File: src/rtl/rgsr_pkg.sv
// Shared types and constants for the run-length glyph span renderer.
// Used by every module of the block; depends on nothing else.
`default_nettype none

package rgsr_pkg;

    // Default geometry of one glyph and the pen step per character.
    localparam int DEF_GLYPH_SIDE  = 64;
    localparam int DEF_PEN_ADVANCE = 40;

    // Field widths.
    localparam int ADDR_W   = 24;
    localparam int COORD_W  = 16;
    localparam int LINE_W   = 10;
    localparam int BYTE_W   = 8;
    localparam int COLOR_W  = 16;
    localparam int INDEX_W  = 16;
    localparam int STRIDE_W = 14;
    localparam int CMD_W    = 2;
    localparam int KIND_W   = 3;
    localparam int IN_DATA_W  = 48;
    localparam int OUT_DATA_W = 80;

    // Input commands.
    localparam logic [CMD_W-1:0] CMD_START = 2'd0;
    localparam logic [CMD_W-1:0] CMD_GLYPH = 2'd1;
    localparam logic [CMD_W-1:0] CMD_RUN   = 2'd2;
    localparam logic [CMD_W-1:0] CMD_RSVD  = 2'd3;

    // Result kinds.
    localparam logic [KIND_W-1:0] KIND_STARTED = 3'd0;
    localparam logic [KIND_W-1:0] KIND_DRAWN   = 3'd1;
    localparam logic [KIND_W-1:0] KIND_SKIPPED = 3'd2;
    localparam logic [KIND_W-1:0] KIND_SPAN    = 3'd3;
    localparam logic [KIND_W-1:0] KIND_GAP     = 3'd4;
    localparam logic [KIND_W-1:0] KIND_OVERRUN = 3'd5;

    // Configuration register indexes.
    localparam logic REG_LINE_STRIDE = 1'b0;
    localparam logic REG_FILL_COLOR  = 1'b1;

    localparam logic [STRIDE_W-1:0] STRIDE_RESET = 14'd2048;
    localparam logic [COLOR_W-1:0]  COLOR_RESET  = 16'hFFFF;

    // Glyph visibility window and the character that never draws.
    localparam logic signed [COORD_W-1:0] PEN_X_MIN  = -16'sd64;
    localparam logic signed [COORD_W-1:0] PEN_X_MAX  = 16'sd320;
    localparam logic [BYTE_W-1:0]         SPACE_CHAR = 8'd32;

    // Depth of the queue between front and back end.
    localparam int QUEUE_DEPTH = 2;
    localparam int QPTR_W      = $clog2(QUEUE_DEPTH);

    // A classified input word as it travels from front to back end.
    typedef struct packed {
        logic [CMD_W-1:0]          op;
        logic signed [COORD_W-1:0] coord_x;
        logic [LINE_W-1:0]         coord_y;
        logic                      is_space;
        logic [BYTE_W-1:0]         run_length;
    } fe_item_t;

endpackage

`default_nettype wire

File: src/rtl/rgsr_front.sv
// Front end: accepts input words, drops reserved commands and classifies
// the rest into one register stage. Depends on rgsr_pkg.
`default_nettype none

module rgsr_front
    import rgsr_pkg::*;
(
    input  wire logic                 clk,
    input  wire logic                 rst_n,
    input  wire logic                 s_axis_tvalid,
    output logic                      s_axis_tready,
    input  wire logic [IN_DATA_W-1:0] s_axis_tdata,
    input  wire logic [CMD_W-1:0]     s_axis_tuser,
    output logic                      push,
    output fe_item_t                  push_item,
    input  wire logic                 q_ready
);

    logic     fe_valid_reg;
    logic     fe_valid_next;
    fe_item_t fe_item_reg;
    fe_item_t fe_item_next;
    logic     accept;

    assign s_axis_tready = !fe_valid_reg || q_ready;
    assign accept        = s_axis_tvalid && s_axis_tready;
    assign push          = fe_valid_reg && q_ready;
    assign push_item     = fe_item_reg;

    always_comb
    begin
        fe_item_next.op         = s_axis_tuser;
        fe_item_next.coord_x    = s_axis_tdata[15:0];
        fe_item_next.coord_y    = s_axis_tdata[25:16];
        fe_item_next.is_space   = (s_axis_tdata[33:26] == SPACE_CHAR);
        fe_item_next.run_length = s_axis_tdata[41:34];
    end

    always_comb
    begin
        fe_valid_next = fe_valid_reg;
        if (accept)
        begin
            // Reserved commands have no effect and are not passed on.
            fe_valid_next = (s_axis_tuser != CMD_RSVD);
        end
        else if (push)
        begin
            fe_valid_next = 1'b0;
        end
    end

    always_ff @(posedge clk or negedge rst_n)
    begin
        if (!rst_n)
        begin
            fe_valid_reg <= 1'b0;
        end
        else
        begin
            fe_valid_reg <= fe_valid_next;
        end
    end

    always_ff @(posedge clk)
    begin
        if (accept)
        begin
            fe_item_reg <= fe_item_next;
        end
    end

endmodule

`default_nettype wire

File: src/rtl/rgsr_queue.sv
// Short queue that decouples the front end from the back end.
// Depends on rgsr_pkg for the item type and the depth.
`default_nettype none

module rgsr_queue
    import rgsr_pkg::*;
(
    input  wire logic     clk,
    input  wire logic     rst_n,
    input  wire logic     push,
    input  fe_item_t      push_item,
    output logic          q_ready,
    output logic          q_valid,
    output fe_item_t      q_item,
    input  wire logic     pop
);

    localparam int CNT_W = $clog2(QUEUE_DEPTH + 1);

    fe_item_t             slot_reg [QUEUE_DEPTH];
    logic [QPTR_W-1:0]    wr_ptr_reg;
    logic [QPTR_W-1:0]    rd_ptr_reg;
    logic [CNT_W-1:0]     count_reg;
    logic [CNT_W-1:0]     count_next;

    assign q_ready = (count_reg != CNT_W'(QUEUE_DEPTH));
    assign q_valid = (count_reg != '0);
    assign q_item  = slot_reg[rd_ptr_reg];

    always_comb
    begin
        count_next = count_reg;
        if (push && !pop)
        begin
            count_next = count_reg + 1'b1;
        end
        else if (pop && !push)
        begin
            count_next = count_reg - 1'b1;
        end
    end

    always_ff @(posedge clk or negedge rst_n)
    begin
        if (!rst_n)
        begin
            wr_ptr_reg <= '0;
            rd_ptr_reg <= '0;
            count_reg  <= '0;
        end
        else
        begin
            if (push)
            begin
                wr_ptr_reg <= wr_ptr_reg + 1'b1;
            end
            if (pop)
            begin
                rd_ptr_reg <= rd_ptr_reg + 1'b1;
            end
            count_reg <= count_next;
        end
    end

    always_ff @(posedge clk)
    begin
        if (push)
        begin
            slot_reg[wr_ptr_reg] <= push_item;
        end
    end

    // The front end only writes when there is room.
    a_no_overflow: assert property (@(posedge clk) disable iff (!rst_n)
        push |-> (count_reg != CNT_W'(QUEUE_DEPTH)) || pop)
        else $error("queue written while full");

    // The back end only reads when a word is waiting.
    a_no_underflow: assert property (@(posedge clk) disable iff (!rst_n)
        pop |-> (count_reg != '0))
        else $error("queue read while empty");

    a_count_bound: assert property (@(posedge clk) disable iff (!rst_n)
        count_reg <= CNT_W'(QUEUE_DEPTH))
        else $error("queue count out of range");

endmodule

`default_nettype wire

File: src/rtl/rgsr_back.sv
// Back end: holds pen, glyph and run state, executes one queued word per
// cycle unless the registered result channel it drives stalls. Depends on rgsr_pkg.
`default_nettype none

module rgsr_back
    import rgsr_pkg::*;
#(
    parameter int GLYPH_SIDE  = DEF_GLYPH_SIDE,
    parameter int PEN_ADVANCE = DEF_PEN_ADVANCE
)
(
    input  wire logic                  clk,
    input  wire logic                  rst_n,
    input  wire logic                  q_valid,
    input  fe_item_t                   q_item,
    output logic                       pop,
    input  wire logic                  cfg_we,
    input  wire logic                  cfg_index,
    input  wire logic [COLOR_W-1:0]    cfg_data,
    output logic                       m_axis_tvalid,
    input  wire logic                  m_axis_tready,
    output logic [OUT_DATA_W-1:0]      m_axis_tdata,
    output logic [KIND_W-1:0]          m_axis_tuser,
    output logic                       m_axis_tlast
);

    localparam int TOTAL = GLYPH_SIDE * GLYPH_SIDE;
    localparam int PIX_W = $clog2(TOTAL + 1);
    localparam int SUM_W = $clog2(TOTAL + 256);
    // Divisibility by the row length: x is a multiple of the side exactly
    // when the low LEM_F bits of x * ceil(2^LEM_F / side) are below that
    // constant, which holds for every x below 2^PIX_W.
    localparam int LEM_F = PIX_W + 8;
    localparam longint LEM_C = ((64'd1 << LEM_F) + GLYPH_SIDE - 1) / GLYPH_SIDE;
    localparam logic [LEM_F-1:0]         LEM_C_V  = LEM_F'(LEM_C);
    localparam logic [SUM_W-1:0]         TOTAL_S  = SUM_W'(TOTAL);
    localparam logic [ADDR_W-1:0]        SIDE_A   = ADDR_W'(GLYPH_SIDE);
    localparam logic signed [COORD_W:0]  ADVANCE  = (COORD_W+1)'(PEN_ADVANCE);
    localparam logic signed [COORD_W:0]  PEN_SAT  = 17'sd32767;

    // Configuration.
    logic [STRIDE_W-1:0]        stride_reg;
    logic [COLOR_W-1:0]         color_reg;

    // Rendering state.
    logic signed [COORD_W-1:0]  pen_x_reg,     pen_x_next;
    logic [LINE_W-1:0]          pen_y_reg,     pen_y_next;
    logic [INDEX_W-1:0]         glyph_cnt_reg, glyph_cnt_next;
    logic [ADDR_W-1:0]          wr_ptr_reg,    wr_ptr_next;
    logic [PIX_W-1:0]           pix_done_reg,  pix_done_next;
    logic                       solid_reg,     solid_next;
    logic                       active_reg,    active_next;
    logic signed [COORD_W-1:0]  cur_pen_reg,   cur_pen_next;
    logic [INDEX_W-1:0]         cur_idx_reg,   cur_idx_next;

    // Result register.
    logic                       out_valid_reg, out_valid_next;
    logic                       emit;
    logic [KIND_W-1:0]          kind_reg,      kind_next;
    logic [ADDR_W-1:0]          addr_reg,      addr_next;
    logic [BYTE_W-1:0]          len_reg,       len_next;
    logic [COLOR_W-1:0]         span_col_reg,  span_col_next;
    logic signed [COORD_W-1:0]  res_pen_reg,   res_pen_next;
    logic [INDEX_W-1:0]         res_idx_reg,   res_idx_next;
    logic                       done_reg,      done_next;

    // Datapath temporaries.
    logic [STRIDE_W-2:0]        half;
    logic [22:0]                line_base;
    logic [ADDR_W-1:0]          glyph_base;
    logic signed [COORD_W:0]    pen_adv;
    logic                       skip;
    logic [SUM_W-1:0]           pix_sum;
    logic [PIX_W+LEM_F-1:0]     lem_prod;
    logic                       row_end;
    logic [ADDR_W-1:0]          ptr_run;
    logic                       run_done;

    assign pop  = q_valid && (!out_valid_reg || m_axis_tready);
    assign half = stride_reg[STRIDE_W-1:1];

    assign line_base  = pen_y_reg * half;
    assign glyph_base = {1'b0, line_base}
                      + {{(ADDR_W-COORD_W){pen_x_reg[COORD_W-1]}}, pen_x_reg};
    assign pen_adv    = {pen_x_reg[COORD_W-1], pen_x_reg} + ADVANCE;
    assign skip       = q_item.is_space || (pen_x_reg < PEN_X_MIN)
                      || (pen_x_reg > PEN_X_MAX);

    assign pix_sum  = SUM_W'(pix_done_reg) + SUM_W'(q_item.run_length);
    assign lem_prod = {{LEM_F{1'b0}}, pix_sum[PIX_W-1:0]}
                    * {{PIX_W{1'b0}}, LEM_C_V};
    assign row_end  = (q_item.run_length != '0) && (lem_prod[LEM_F-1:0] < LEM_C_V);
    assign ptr_run  = wr_ptr_reg + ADDR_W'(q_item.run_length);
    assign run_done = (pix_sum == TOTAL_S);

    always_comb
    begin
        pen_x_next     = pen_x_reg;
        pen_y_next     = pen_y_reg;
        glyph_cnt_next = glyph_cnt_reg;
        wr_ptr_next    = wr_ptr_reg;
        pix_done_next  = pix_done_reg;
        solid_next     = solid_reg;
        active_next    = active_reg;
        cur_pen_next   = cur_pen_reg;
        cur_idx_next   = cur_idx_reg;

        emit           = 1'b0;
        kind_next      = KIND_STARTED;
        addr_next      = '0;
        len_next       = '0;
        span_col_next  = '0;
        res_pen_next   = cur_pen_reg;
        res_idx_next   = cur_idx_reg;
        done_next      = 1'b0;

        if (pop)
        begin
            case (q_item.op)
                CMD_START:
                begin
                    pen_x_next     = q_item.coord_x;
                    pen_y_next     = q_item.coord_y;
                    glyph_cnt_next = '0;
                    active_next    = 1'b0;
                    emit           = 1'b1;
                    kind_next      = KIND_STARTED;
                    res_pen_next   = q_item.coord_x;
                    res_idx_next   = '0;
                end
                CMD_GLYPH:
                begin
                    pen_x_next     = (pen_adv > PEN_SAT) ? PEN_SAT[COORD_W-1:0]
                                                         : pen_adv[COORD_W-1:0];
                    glyph_cnt_next = glyph_cnt_reg + 1'b1;
                    emit           = 1'b1;
                    res_pen_next   = pen_x_reg;
                    res_idx_next   = glyph_cnt_reg;
                    if (skip)
                    begin
                        active_next = 1'b0;
                        kind_next   = KIND_SKIPPED;
                    end
                    else
                    begin
                        wr_ptr_next   = glyph_base;
                        pix_done_next = '0;
                        solid_next    = 1'b0;
                        active_next   = 1'b1;
                        cur_pen_next  = pen_x_reg;
                        cur_idx_next  = glyph_cnt_reg;
                        kind_next     = KIND_DRAWN;
                        addr_next     = glyph_base;
                    end
                end
                CMD_RUN:
                begin
                    // A run with no open glyph is consumed silently.
                    if (active_reg)
                    begin
                        emit      = 1'b1;
                        addr_next = wr_ptr_reg;
                        len_next  = q_item.run_length;
                        if (pix_sum > TOTAL_S)
                        begin
                            active_next = 1'b0;
                            kind_next   = KIND_OVERRUN;
                        end
                        else
                        begin
                            pix_done_next = pix_sum[PIX_W-1:0];
                            solid_next    = !solid_reg;
                            wr_ptr_next   = ptr_run;
                            if (row_end)
                            begin
                                wr_ptr_next = ptr_run + ADDR_W'(half) - SIDE_A;
                                solid_next  = 1'b0;
                            end
                            if (run_done)
                            begin
                                active_next = 1'b0;
                            end
                            done_next = run_done;
                            if (solid_reg)
                            begin
                                kind_next     = KIND_SPAN;
                                span_col_next = color_reg;
                            end
                            else
                            begin
                                kind_next = KIND_GAP;
                            end
                        end
                    end
                end
                default:
                begin
                    emit = 1'b0;
                end
            endcase
        end
    end

    always_comb
    begin
        out_valid_next = out_valid_reg;
        if (pop)
        begin
            out_valid_next = emit;
        end
        else if (m_axis_tready)
        begin
            out_valid_next = 1'b0;
        end
    end

    always_ff @(posedge clk or negedge rst_n)
    begin
        if (!rst_n)
        begin
            stride_reg    <= STRIDE_RESET;
            color_reg     <= COLOR_RESET;
            pen_x_reg     <= '0;
            pen_y_reg     <= '0;
            glyph_cnt_reg <= '0;
            wr_ptr_reg    <= '0;
            pix_done_reg  <= '0;
            solid_reg     <= 1'b0;
            active_reg    <= 1'b0;
            cur_pen_reg   <= '0;
            cur_idx_reg   <= '0;
            out_valid_reg <= 1'b0;
        end
        else
        begin
            if (cfg_we && (cfg_index == REG_LINE_STRIDE))
            begin
                stride_reg <= cfg_data[STRIDE_W-1:0];
            end
            if (cfg_we && (cfg_index == REG_FILL_COLOR))
            begin
                color_reg <= cfg_data;
            end
            pen_x_reg     <= pen_x_next;
            pen_y_reg     <= pen_y_next;
            glyph_cnt_reg <= glyph_cnt_next;
            wr_ptr_reg    <= wr_ptr_next;
            pix_done_reg  <= pix_done_next;
            solid_reg     <= solid_next;
            active_reg    <= active_next;
            cur_pen_reg   <= cur_pen_next;
            cur_idx_reg   <= cur_idx_next;
            out_valid_reg <= out_valid_next;
        end
    end

    always_ff @(posedge clk)
    begin
        if (pop && emit)
        begin
            kind_reg     <= kind_next;
            addr_reg     <= addr_next;
            len_reg      <= len_next;
            span_col_reg <= span_col_next;
            res_pen_reg  <= res_pen_next;
            res_idx_reg  <= res_idx_next;
            done_reg     <= done_next;
        end
    end

    assign m_axis_tvalid = out_valid_reg;
    assign m_axis_tuser  = kind_reg;
    assign m_axis_tlast  = done_reg;
    assign m_axis_tdata  = {res_idx_reg, res_pen_reg, span_col_reg, len_reg, addr_reg};

    a_pix_bound: assert property (@(posedge clk) disable iff (!rst_n)
        pix_done_reg <= PIX_W'(TOTAL))
        else $error("pixel count past glyph size");

    a_done_kind: assert property (@(posedge clk) disable iff (!rst_n)
        (out_valid_reg && done_reg) |-> (kind_reg == KIND_SPAN || kind_reg == KIND_GAP))
        else $error("glyph end flagged on a word that is not a run");

    a_done_closes: assert property (@(posedge clk) disable iff (!rst_n)
        (pop && emit && done_next) |=> !active_reg)
        else $error("glyph still open after its last run");

    a_start_fields: assert property (@(posedge clk) disable iff (!rst_n)
        (out_valid_reg && kind_reg == KIND_STARTED) |-> (res_idx_reg == '0 && addr_reg == '0))
        else $error("start word with nonzero index or address");

endmodule

`default_nettype wire

File: src/rtl/rle_glyph_span_renderer.sv
// Run-length glyph span renderer, top level.
// Input words (s_axis) carry start, glyph and run commands; tuser holds the
// command. Result words (m_axis) report starts, drawn or skipped glyphs,
// spans, gaps and overruns; tuser holds the kind and tlast marks the run
// that completes a glyph.
// Configuration: cfg_we writes cfg_data into register cfg_index (0: line stride
// in bytes, 1: fill colour) on the clock edge; the user must write only while idle,
// and the block itself does not enforce it. Throughput is one word per cycle
// while the receiver keeps up: the front register, a two-entry queue and the
// back end each move one word per cycle, and the back end executes each
// command as it pops it. An input word is held in the front register, then
// in a queue slot, and its result word is registered in the result register.
// Reserved commands and runs outside an open glyph give no result word.
// A stalled receiver holds the result register; the queue then fills and
// s_axis_tready falls after at most three further non-reserved words.
// Reset (rst_n low) clears pen, glyph ordinal and run state, closes any
// open glyph, sets the stride to 2048 and the colour to all ones.
`default_nettype none

module rle_glyph_span_renderer
    import rgsr_pkg::*;
#(
    parameter int GLYPH_SIDE  = DEF_GLYPH_SIDE,
    parameter int PEN_ADVANCE = DEF_PEN_ADVANCE
)
(
    input  wire logic                  clk,
    input  wire logic                  rst_n,
    input  wire logic                  s_axis_tvalid,
    output logic                       s_axis_tready,
    // coord_x[15:0], coord_y[25:16], char_byte[33:26], run_length[41:34]
    input  wire logic [IN_DATA_W-1:0]  s_axis_tdata,
    // cmd[1:0]
    input  wire logic [CMD_W-1:0]      s_axis_tuser,
    output logic                       m_axis_tvalid,
    input  wire logic                  m_axis_tready,
    // span_address[23:0], span_length[31:24], span_color[47:32],
    // pen_x[63:48], glyph_index[79:64]
    output logic [OUT_DATA_W-1:0]      m_axis_tdata,
    // kind[2:0]
    output logic [KIND_W-1:0]          m_axis_tuser,
    // glyph_done
    output logic                       m_axis_tlast,
    input  wire logic                  cfg_we,
    input  wire logic                  cfg_index,
    input  wire logic [COLOR_W-1:0]    cfg_data
);

    logic     push;
    fe_item_t push_item;
    logic     q_ready;
    logic     q_valid;
    fe_item_t q_item;
    logic     pop;

    rgsr_front u_front (
        .clk           (clk),
        .rst_n         (rst_n),
        .s_axis_tvalid (s_axis_tvalid),
        .s_axis_tready (s_axis_tready),
        .s_axis_tdata  (s_axis_tdata),
        .s_axis_tuser  (s_axis_tuser),
        .push          (push),
        .push_item     (push_item),
        .q_ready       (q_ready)
    );

    rgsr_queue u_queue (
        .clk       (clk),
        .rst_n     (rst_n),
        .push      (push),
        .push_item (push_item),
        .q_ready   (q_ready),
        .q_valid   (q_valid),
        .q_item    (q_item),
        .pop       (pop)
    );

    rgsr_back #(
        .GLYPH_SIDE  (GLYPH_SIDE),
        .PEN_ADVANCE (PEN_ADVANCE)
    ) u_back (
        .clk           (clk),
        .rst_n         (rst_n),
        .q_valid       (q_valid),
        .q_item        (q_item),
        .pop           (pop),
        .cfg_we        (cfg_we),
        .cfg_index     (cfg_index),
        .cfg_data      (cfg_data),
        .m_axis_tvalid (m_axis_tvalid),
        .m_axis_tready (m_axis_tready),
        .m_axis_tdata  (m_axis_tdata),
        .m_axis_tuser  (m_axis_tuser),
        .m_axis_tlast  (m_axis_tlast)
    );

endmodule

`default_nettype wire

File: config.mk
export PLATFORM = sky130hd
export DESIGN_NAME = rle_glyph_span_renderer
export DESIGN_NICKNAME = d
export VERILOG_FILES = /design/src/rtl/rgsr_pkg.sv /design/src/rtl/rgsr_front.sv /design/src/rtl/rgsr_queue.sv /design/src/rtl/rgsr_back.sv /design/src/rtl/rle_glyph_span_renderer.sv
export SDC_FILE = /design/constraint.sdc
export NUM_CORES = 1
export LEC_CHECK = 0
export BUFFER_PORTS_ARGS = -buffer_cell sky130_fd_sc_hd__buf_4
export CAP_MARGIN = 10
export CORE_ASPECT_RATIO = 1.1
export CORE_MARGIN = 1.5
export CORE_UTILIZATION = 55
export CTS_CLUSTER_DIAMETER = 150
export DETAILED_ROUTE_END_ITERATION = 10
export PLACE_DENSITY = 0.78
export SYNTH_ARGS = -nofsm -noshare
export SYNTH_HDL_FRONTEND = slang
export SYNTH_SLANG_ARGS = --single-unit
File: constraint.sdc
create_clock -name clk -period 21.1 [get_ports clk]
set_input_delay 3.165 -clock clk [delete_from_list [all_inputs] [get_ports clk]]
set_output_delay 3.165 -clock clk [all_outputs]
set_load 0.01 [all_outputs]
# Word level (Yosys, flattened, before mapping)

Memory sizes are Yosys's and may differ from the RTL's.
Cells that the tools add are included.

Logic and storage cells: 142
Bits of input ports: 72
Bits in writable memories: 74
Memories kept: 1
Bits in registers: 270
Output and inout port bits: 86

Add/subtract/negate cells: 11
Mux-type cells: 45
Multiply operators: 1
Reduce and logical (&&, ||, !) cells: 36
Bitwise gates (word level): 6
$lt $le $gt $ge: 5
Equality and inequality tests: 9

Memories:

| memory           | words | width | rd ports | clocked after Yosys merged registers in | wr ports | RTL line         | RTL |
|---|---|---|---|---|---|---|---|
| u_queue.slot_reg | 2     | 37    | 1        | 0                                       | 1        | rgsr_queue.sv:20 | `fe_item_t slot_reg [QUEUE_DEPTH];` |

Operator list:

| cell                                                 | count |
|---|---|
| 2-to-1 mux 24 bit                                    | 6 |
| one-hot mux 16 bit (2 select lines)                  | 4 |
| one-hot mux 24 bit (2 select lines)                  | 2 |
| 2-to-1 mux 16 bit                                    | 3 |
| 2-to-1 mux 13 bit                                    | 3 |
| one-hot mux 13 bit (2 select lines)                  | 1 |
| adder 23 x 24 -> 24 bit                              | 1 |
| adder 24 x 13 -> 24 bit                              | 1 |
| adder 24 x 8 -> 24 bit                               | 1 |
| subtractor 24 x 7 -> 24 bit, second input constant   | 1 |
| multiplier 10 x 13 -> 23 bit                         | 1 |
| < comparator 21 x 16 -> 1 bit, second input constant | 1 |
| adder 16 x 7 -> 17 bit, second input constant        | 1 |
| > comparator 17 x 16 -> 1 bit, second input constant | 1 |
| adder 16 x 1 -> 16 bit, second input constant        | 1 |
| > comparator 16 x 10 -> 1 bit, second input constant | 1 |
| < comparator 16 x 7 -> 1 bit, second input constant  | 1 |
| 2-to-1 mux 1 bit                                     | 16 |
| adder 13 x 8 -> 13 bit                               | 1 |
| equality test 13 bit, second input constant          | 1 |
| > comparator 13 bit, second input constant           | 1 |
| nonzero test 2 bit                                   | 6 |
| logical AND 1 bit                                    | 9 |
| 2-to-1 mux 3 bit                                     | 3 |
| 24 further kinds                                     | 46 |

# Longest topological paths before layout

Gate-level depths: netlist of run 1.
An unclocked memory read counts as a cell.

Word-level depth: 8
Depth in mapped cells: 23
Gate-level depth less buffers: 22

# Cells and area by module

A second synthesis of run 1 with hierarchy kept.

Cells, all modules: 2066
Area total of the unflattened synthesis: 21904.8 um^2

By module, submodules not included:

| module     | times used | sequential area each (um^2) | area each (um^2) | cells each |
|---|---|---|---|---|
| rgsr_back  | 1          | 6122.1                      | 17774.5          | 1889 |
| rgsr_queue | 1          | 2322.2                      | 2941.6           | 131 |
| rgsr_front | 1          | 1136.1                      | 1188.6           | 46 |

# Worst setup path after synthesis of run 1

Ideal clock, no wire load.

Kind: input to register
Start: input port m_axis_tready
End: register u_back.out_valid_reg (netlist: u_back.m_axis_tvalid)
Path slack: 12.507 ns
Data arrival time: 8.503 ns
Stages: 7
Library setup time: 0.090 ns
Required time: 21.010 ns
Buffers on the path: 2
Path through: nor2b_1 nor2_1 clkbuf_1 nand2_1 clkbuf_1 a21oi_1 or2_2

Cells in the longest elaborated chain, start to end: 4
Elaborated cells on any way between the ends: 5
Those cells by class: mux: 2; reduce/logical: 3

Ends and longest elaborated chain:

| element                   | RTL line                      | RTL |
|---|---|---|
| start, declared           | rle_glyph_span_renderer.sv:36 | `input wire logic m_axis_tready,` |
| logical OR 1 bit *        | rgsr_back.sv:79               | `assign pop = q_valid && (!out_valid_reg \|\| m_axis_tready);` |
| logical AND 1 bit *       | rgsr_back.sv:79               |  |
| 2-to-1 mux 1 bit          | rgsr_back.sv:117              | `if (pop)` |
| 2-to-1 mux 1 bit *        | rgsr_back.sv:207              | `if (pop)` |
| net u_back.out_valid_next | rgsr_back.sv:57               | `logic out_valid_reg, out_valid_next;` |
| end signal, assigned      | rgsr_back.sv:253              | `out_valid_reg <= out_valid_next;` |
| end, declared             | rgsr_back.sv:57               |  |

The timed path passes the listed nets; every way through them passes the cells marked *.
A chain may end at the register's enable or synchronous reset.

# Final worst setup path of run 1

Start: register u_back.stride_reg[6]
End: register u_back.wr_ptr_reg[23]

Cells in the longest elaborated chain, start to end: 6
Elaborated cells on any way between the ends: 9
Those cells by class: add/sub: 3; mul: 1; mux: 5

Ends and longest elaborated chain:

| element                                                                         | RTL line         | RTL |
|---|---|---|
| start, declared                                                                 | rgsr_back.sv:42  | `logic [STRIDE_W-1:0] stride_reg;` |
| start signal, assigned                                                          | rgsr_back.sv:238 | `stride_reg <= cfg_data[STRIDE_W-1:0];` |
| parallel branches: the longest is 5 deep, another holds adder 23 x 24 -> 24 bit | n/a              |  |
| one-hot mux 24 bit (2 select lines) *                                           | rgsr_back.sv:119 | `case (q_item.op)` |
| end signal, assigned                                                            | rgsr_back.sv:247 | `wr_ptr_reg <= wr_ptr_next;` |
| end, declared                                                                   | rgsr_back.sv:49  | `logic [ADDR_W-1:0] wr_ptr_reg, wr_ptr_next;` |

Mark *: on every way between the ends. The select of a mux whose other input is x is not followed.

==> results of run 1 <==
through the flow:
step	cell area [um^2]	utilization, %	hold slack, ns	setup WS [ns]
2_1_floorplan	21730	-	0.4215	12.51
3_3_place_gp	23290	59.60	0.4230	14.86
3_5_place_dp	23290	59.60	0.4296	14.70
4_1_cts	24550	62.81	0.4441	14.69
5_1_grt	24550	62.81	0.4503	14.48
6_report	24550	62.81	0.4408	14.69
final timing paths:
path	slack, ns	cells past startpoint	end	start
hold / removal	0.44	0	u_queue.slot_reg[1][13]$_DFFE_PP_	u_front.push_item[13]$_DFFE_PP_
max in group asynchronous	17.01	2	u_back.pen_y_reg[5]$_DFFE_PN0P_	rst_n
hold reg to reg	0.44	0	u_queue.slot_reg[1][13]$_DFFE_PP_	u_front.push_item[13]$_DFFE_PP_
setup / recovery	14.69	20	u_back.wr_ptr_reg[23]$_DFFE_PN0P_	u_back.stride_reg[6]$_DFFE_PN0P_
setup reg to reg	14.69	20	u_back.wr_ptr_reg[23]$_DFFE_PN0P_	u_back.stride_reg[6]$_DFFE_PN0P_
min in group asynchronous	2.75	1	u_back.wr_ptr_reg[16]$_DFFE_PN0P_	rst_n
cells in the mapped netlist, drive strengths merged (4+ instances only):
cell	number
nand2	236
inv	222
edfxtp	195
dfrtp	131
o21ai	130
nor2	121
ha	119
fa	112
and2	91
clkbuf	72
a21oi	68
mux2	59
xnor2	38
xor2	38
a22oi	33
mux2i	33
a21o	28
nor3	23
buf	20
a22o	19
nand3	19
o31ai	18
a211oi	17
and3	17
dfstp	17
nand4	16
nand2b	13
nor2b	13
o21a	11
or3	10
o211ai	9
nor4	8
a31oi	7
nand3b	7
o21bai	7
a311oi	5
o2bb2ai	5
or2	5
a221oi	4
o2111a	4
o311ai	4
o32a	4
per-layer routing:
| metal | GRT usage, % | routed length, um | vias to the layer above | part of all wire [%] |
|---|---|---|---|---|
| li1 | - | - | 7313 | - |
| met1 | 34.24 | 21260 | 7779 | 43 |
| met2 | 42.30 | 24210 | 553 | 48 |
| met3 | 3.465 | 3079 | 80 | 6.2 |
| met4 | 8.714 | 1394 | 0 | 2.8 |
| met5 | 0 | 0 | - | 0 |
logic make-up (layout without fill, tap and decap cells):
| family | count (synthesis) | count (layout) | share of synthesized area [%] |
|---|---|---|---|
| flops | 343 | 343 | 44.08 |
| mux | 92 | 92 | 4.577 |
| simple gates | 593 | 593 | 13.05 |
| xor+xnor | 76 | 76 | 3.063 |
| buf+inv | 315 | 458 | 5.654 |
| fa+ha+maj | 231 | 231 | 17.17 |
| compound gates | 403 | 403 | 12.40 |
cell type report:
cell class / count / area (um^2)
fillers: 2984 / 14540
repair buffers: 170 / 1280
clock inverters: 26 / 305.3
flip-flops and latches: 343 / 9582
well taps: 507 / 634.4
multi-input cells: 1395 / 10970
clock buffers: 40 / 947.2
inverters: 222 / 833.3
worst max-delay path: stages (launching register included):
cell	delay, ns
dfrtp_1	0.69
nand2_1	0.16
fa_1	0.57
inv_1	0.05
fa_1	0.50
inv_1	0.06
fa_1	0.47
inv_1	0.05
fa_1	0.53
inv_1	0.06
fa_1	0.53
inv_1	0.04
ha_1	0.36
a211o_1	0.34
o2111ai_1	0.39
a211oi_1	0.21
o41ai_1	0.37
xnor2_1	0.23
and3_1	0.23
a221oi_1	0.27
o311ai_2	0.15
==> out/metrics.cfg, run 1 <==
[global_route]
grt_pass1_wl_mm=81.83
grt_overflow=0
antenna_found_initial=1
grt_pass1_vias=16007
grt_max_degree=90
grtUsageTotal_pct=25.41

[outcome]
outcome=complete, no violations

[drt]
wl_per_cell_um=18.48
drt_iter0_drc=1385
viasPerCell=5.818
route.detailed.drc=0
vias=15725
drtAntennaViolNets=0
firstDrtPassIters=5
routed_wl_mm=49.95

[final_layout]
drive_gt1_share_pct=14.98
diodes=0
syn2layout_area_growth_pct=12.95
largest_register_ffs=74
mostFrequentLayoutCell=nand2_1
fin_cells=2703
mostFrequentLayoutCells=nand2_1, inv_1, edfxtp_1
nets=2471

[timing]
setup_viol=0
max_freq_ghz=0.1560
tns_ns=0
max_slew_margin_pct=18.02
skew_ns=0.02535
tightest_slew_ns=1.230
finalMaxSlewViolations=0
layout_min_cycle_time_ns=6.409
rsz0062_at_grt=false
final_hold_viol_count=0
fin_crit_sh_pct=30.38

[placement]
dp_hpwl_mm=35.81
gp_congestion=0.9516
place_inst=2637
portBuffers=151

[floorplanning]
die_w_um=192.5
start_util_pct=55.61
pin_count=158
core_um2=39080
fp.dieH_um=211.5
die_area_um2=40720
std_cell_rows=76

[synthesis]
netlist_instances=2053
ys.flop_type=edfxtp_1
synth_warnings=0
synth-seq-cells=343
syn_area_per_cell_um2=10.59
yosysTopAreaCell=edfxtp_1
synth_area_leaders=edfxtp_1, dfrtp_1, fa_1, ha_1, nand2_1
synth_nets=2356
synth_top_area_share_pct=26.94
async_flop_share_pct=43.15
synth_edf_count=195
seq_area_frac_synth_pct=44.08
ys_types=88
syn_area_um2=21730

[worst_setup_path]
cp_max_fo=12
critical_path_class=flip-flop to flip-flop
cp-end-kind=flip-flop
crit_required_ns=21.50
start_kind=flip-flop
arrival_ns=6.81

[cts]
cts_buffers=36
numClockSinks=343
clk_pin_slew_worst_paths_ns=0.07
ctsRootBufferMaster=clkbuf_16
cts_buffer_depth=3
postCtsSetupRepairBufs=0
ctsHtreeMaxLevel=2
cts_tree=built
cts_resized=0
ctsHoldBuffers=0
clkLatencyLatePin_ns=0.54

[run]
cap_violations=0

[hold_path]
hold_class=flip-flop to flip-flop

Power of run 1 is not shown: default switching activity piles up to over one toggle a cycle in this logic, so the estimate is an artifact.
==> inputs of run 2 (changes only) <==
- clock period: 21.1 -> 6.1 ns (I/O delays scaled with it)
==> run 2 against run 1 <==
Compared with the run above:
- core utilization is 0.60 points higher
- first-iteration DRC count down 5.1%
- sequential cell count is the same
- non-clock buffer count up 25
- worst hold slack got worse by 0.0055 ns
- count of clock-buffer cells in the layout increased by 3
- cell area rose by 0.95%
- clock skew fell by 0.012 ns
- final cell count increased by 0.96%
- highest routed layer unchanged
==> out/metrics.cfg, run 2 (same netlist as run 1, synthesis figures left out) <==
[final_layout]
drive_gt1_share_pct=16.79
diodes=0
mostFrequentLayoutCell=nand2_1
largest_register_ffs=74
syn2layout_area_growth_pct=14.03
mostFrequentLayoutCells=nand2_1, inv_1, edfxtp_1
nets=2497

[global_route]
grt_pass1_wl_mm=81.67
antenna_found_initial=1
grt_max_degree=93
grt_pass1_vias=15949
grt_overflow=0
grtUsageTotal_pct=25.61

[cts]
ctsHtreeMaxLevel=2
clkLatencyLatePin_ns=0.55
cts_buffer_depth=3
ctsRootBufferMaster=clkbuf_16
numClockSinks=343
cts_tree=built
cts_buffers=37
clk_pin_slew_worst_paths_ns=0.07
ctsHoldBuffers=0

[timing]
skew_ns=0.01319
max_freq_ghz=0.1706
rsz0062_at_grt=false
setup_viol=0
layout_min_cycle_time_ns=5.862
max_slew_margin_pct=21.63
finalMaxSlewViolations=0
tns_ns=0
fin_crit_sh_pct=96.09
final_hold_viol_count=0
tightest_slew_ns=1.175

[worst_setup_path]
crit_start=u_back.stride_reg[8]$_DFFE_PN0P_
critical_path_class=flip-flop to flip-flop
arrival_ns=6.12
start_kind=flip-flop
crit_required_ns=6.36
reg2reg_from=u_back.stride_reg[8]$_DFFE_PN0P_
cp_max_fo=9
cp-end-kind=flip-flop

[floorplanning]
std_cell_rows=76
fp.dieH_um=211.5
pin_count=158
core_um2=39080
start_util_pct=55.61
die_area_um2=40720
die_w_um=192.5

[placement]
gp_congestion=0.9449
portBuffers=151
dp_hpwl_mm=37.10

[drt]
viasPerCell=5.821
wl_per_cell_um=18.61
firstDrtPassIters=5
route.detailed.drc=0
drt_iter0_drc=1314
drtAntennaViolNets=0
vias=15886
routed_wl_mm=50.80

[hold_path]
hp-start=u_front.push_item[0]$_DFFE_PP_
hold_class=flip-flop to flip-flop

[outcome]
outcome=complete, no violations

[run]
cap_violations=0

-- run 2: cell types whose count changed in the layout (fill, tap and decap cells not counted), sizes merged --
cell	delta
buf	+25
clkbuf	+3
clkinvlp	-2
bufinv	-1
clkinv	+1
-- run 2: what timing repair did --
action | 4_1_cts | 5_1_grt
endpoints found under the setup margin | 0 | 8
gates resized for setup | 0 | 22
setup buffers | 0 | 5
-- run 2: final timing paths --
check                                                    end  slack, ns  cells after the start
max                        u_back.addr_reg[17]$_SDFFCE_PN0P_       0.24                     20
min                         u_queue.slot_reg[0][0]$_DFFE_PP_       0.44                      0
max reg2reg                u_back.addr_reg[17]$_SDFFCE_PN0P_       0.24                     20
min reg2reg                 u_queue.slot_reg[0][0]$_DFFE_PP_       0.44                      0
max in group asynchronous    u_back.pen_y_reg[7]$_DFFE_PN0P_       4.28                      2
min in group asynchronous   u_back.m_axis_tvalid$_DFFE_PN0P_       0.46                      1
-- run 2: area by class of cell --
| cell class | count | area (um^2) |
|---|---|---|
| clock buffer | 43 | 968.4 |
| clock inverter | 24 | 259.0 |
| fill | 2987 | 14300 |
| inverter | 222 | 833.3 |
| multi-input combinational | 1395 | 11020 |
| sequential | 343 | 9595 |
| tap | 507 | 634.4 |
| timing repair buffer | 195 | 1468 |
-- run 2: routing by layer --
metal	vias to the layer above	wire length, um	GRT usage, %
li1	7377	-	-
met1	7836	21430	34.21
met2	570	24560	42.31
met3	103	3314	4.078
met4	0	1498	9.169
met5	-	0	0
-- run 2: critical path: stages (launching register included) --
cell      delay [ns]
dfrtp_1         0.47
buf_4           0.22
nand2_1         0.10
fa_1            0.53
inv_1           0.05
fa_1            0.54
fa_1            0.45
fa_1            0.54
inv_1           0.05
fa_1            0.53
inv_1           0.04
ha_1            0.36
a21oi_1         0.22
nor3b_2         0.29
buf_4           0.16
a211oi_1        0.09
o21ai_0         0.30
nand3b_1        0.14
xor2_1          0.18
a22oi_1         0.23
nor2_1          0.07
-- run 2: metrics by stage --
stage / cells / worst slack (ns) / utilization [%] / instance area [um^2] / hold slack (ns)
detailed placement: 2657 / 0.06513 / 59.99 / 23450 / 0.4290
finish: 2729 / 0.2382 / 63.41 / 24780 / 0.4353
global route: 2729 / 0.02490 / 63.41 / 24780 / 0.4477
floorplan: 2053 / 0.3489 / - / 21740 / 0.4215
global placement: 2657 / 0.1913 / 59.99 / 23450 / 0.4225
CTS: 2724 / 0.04618 / 63.13 / 24670 / 0.4385
Power of run 2 is left out for the same reason.
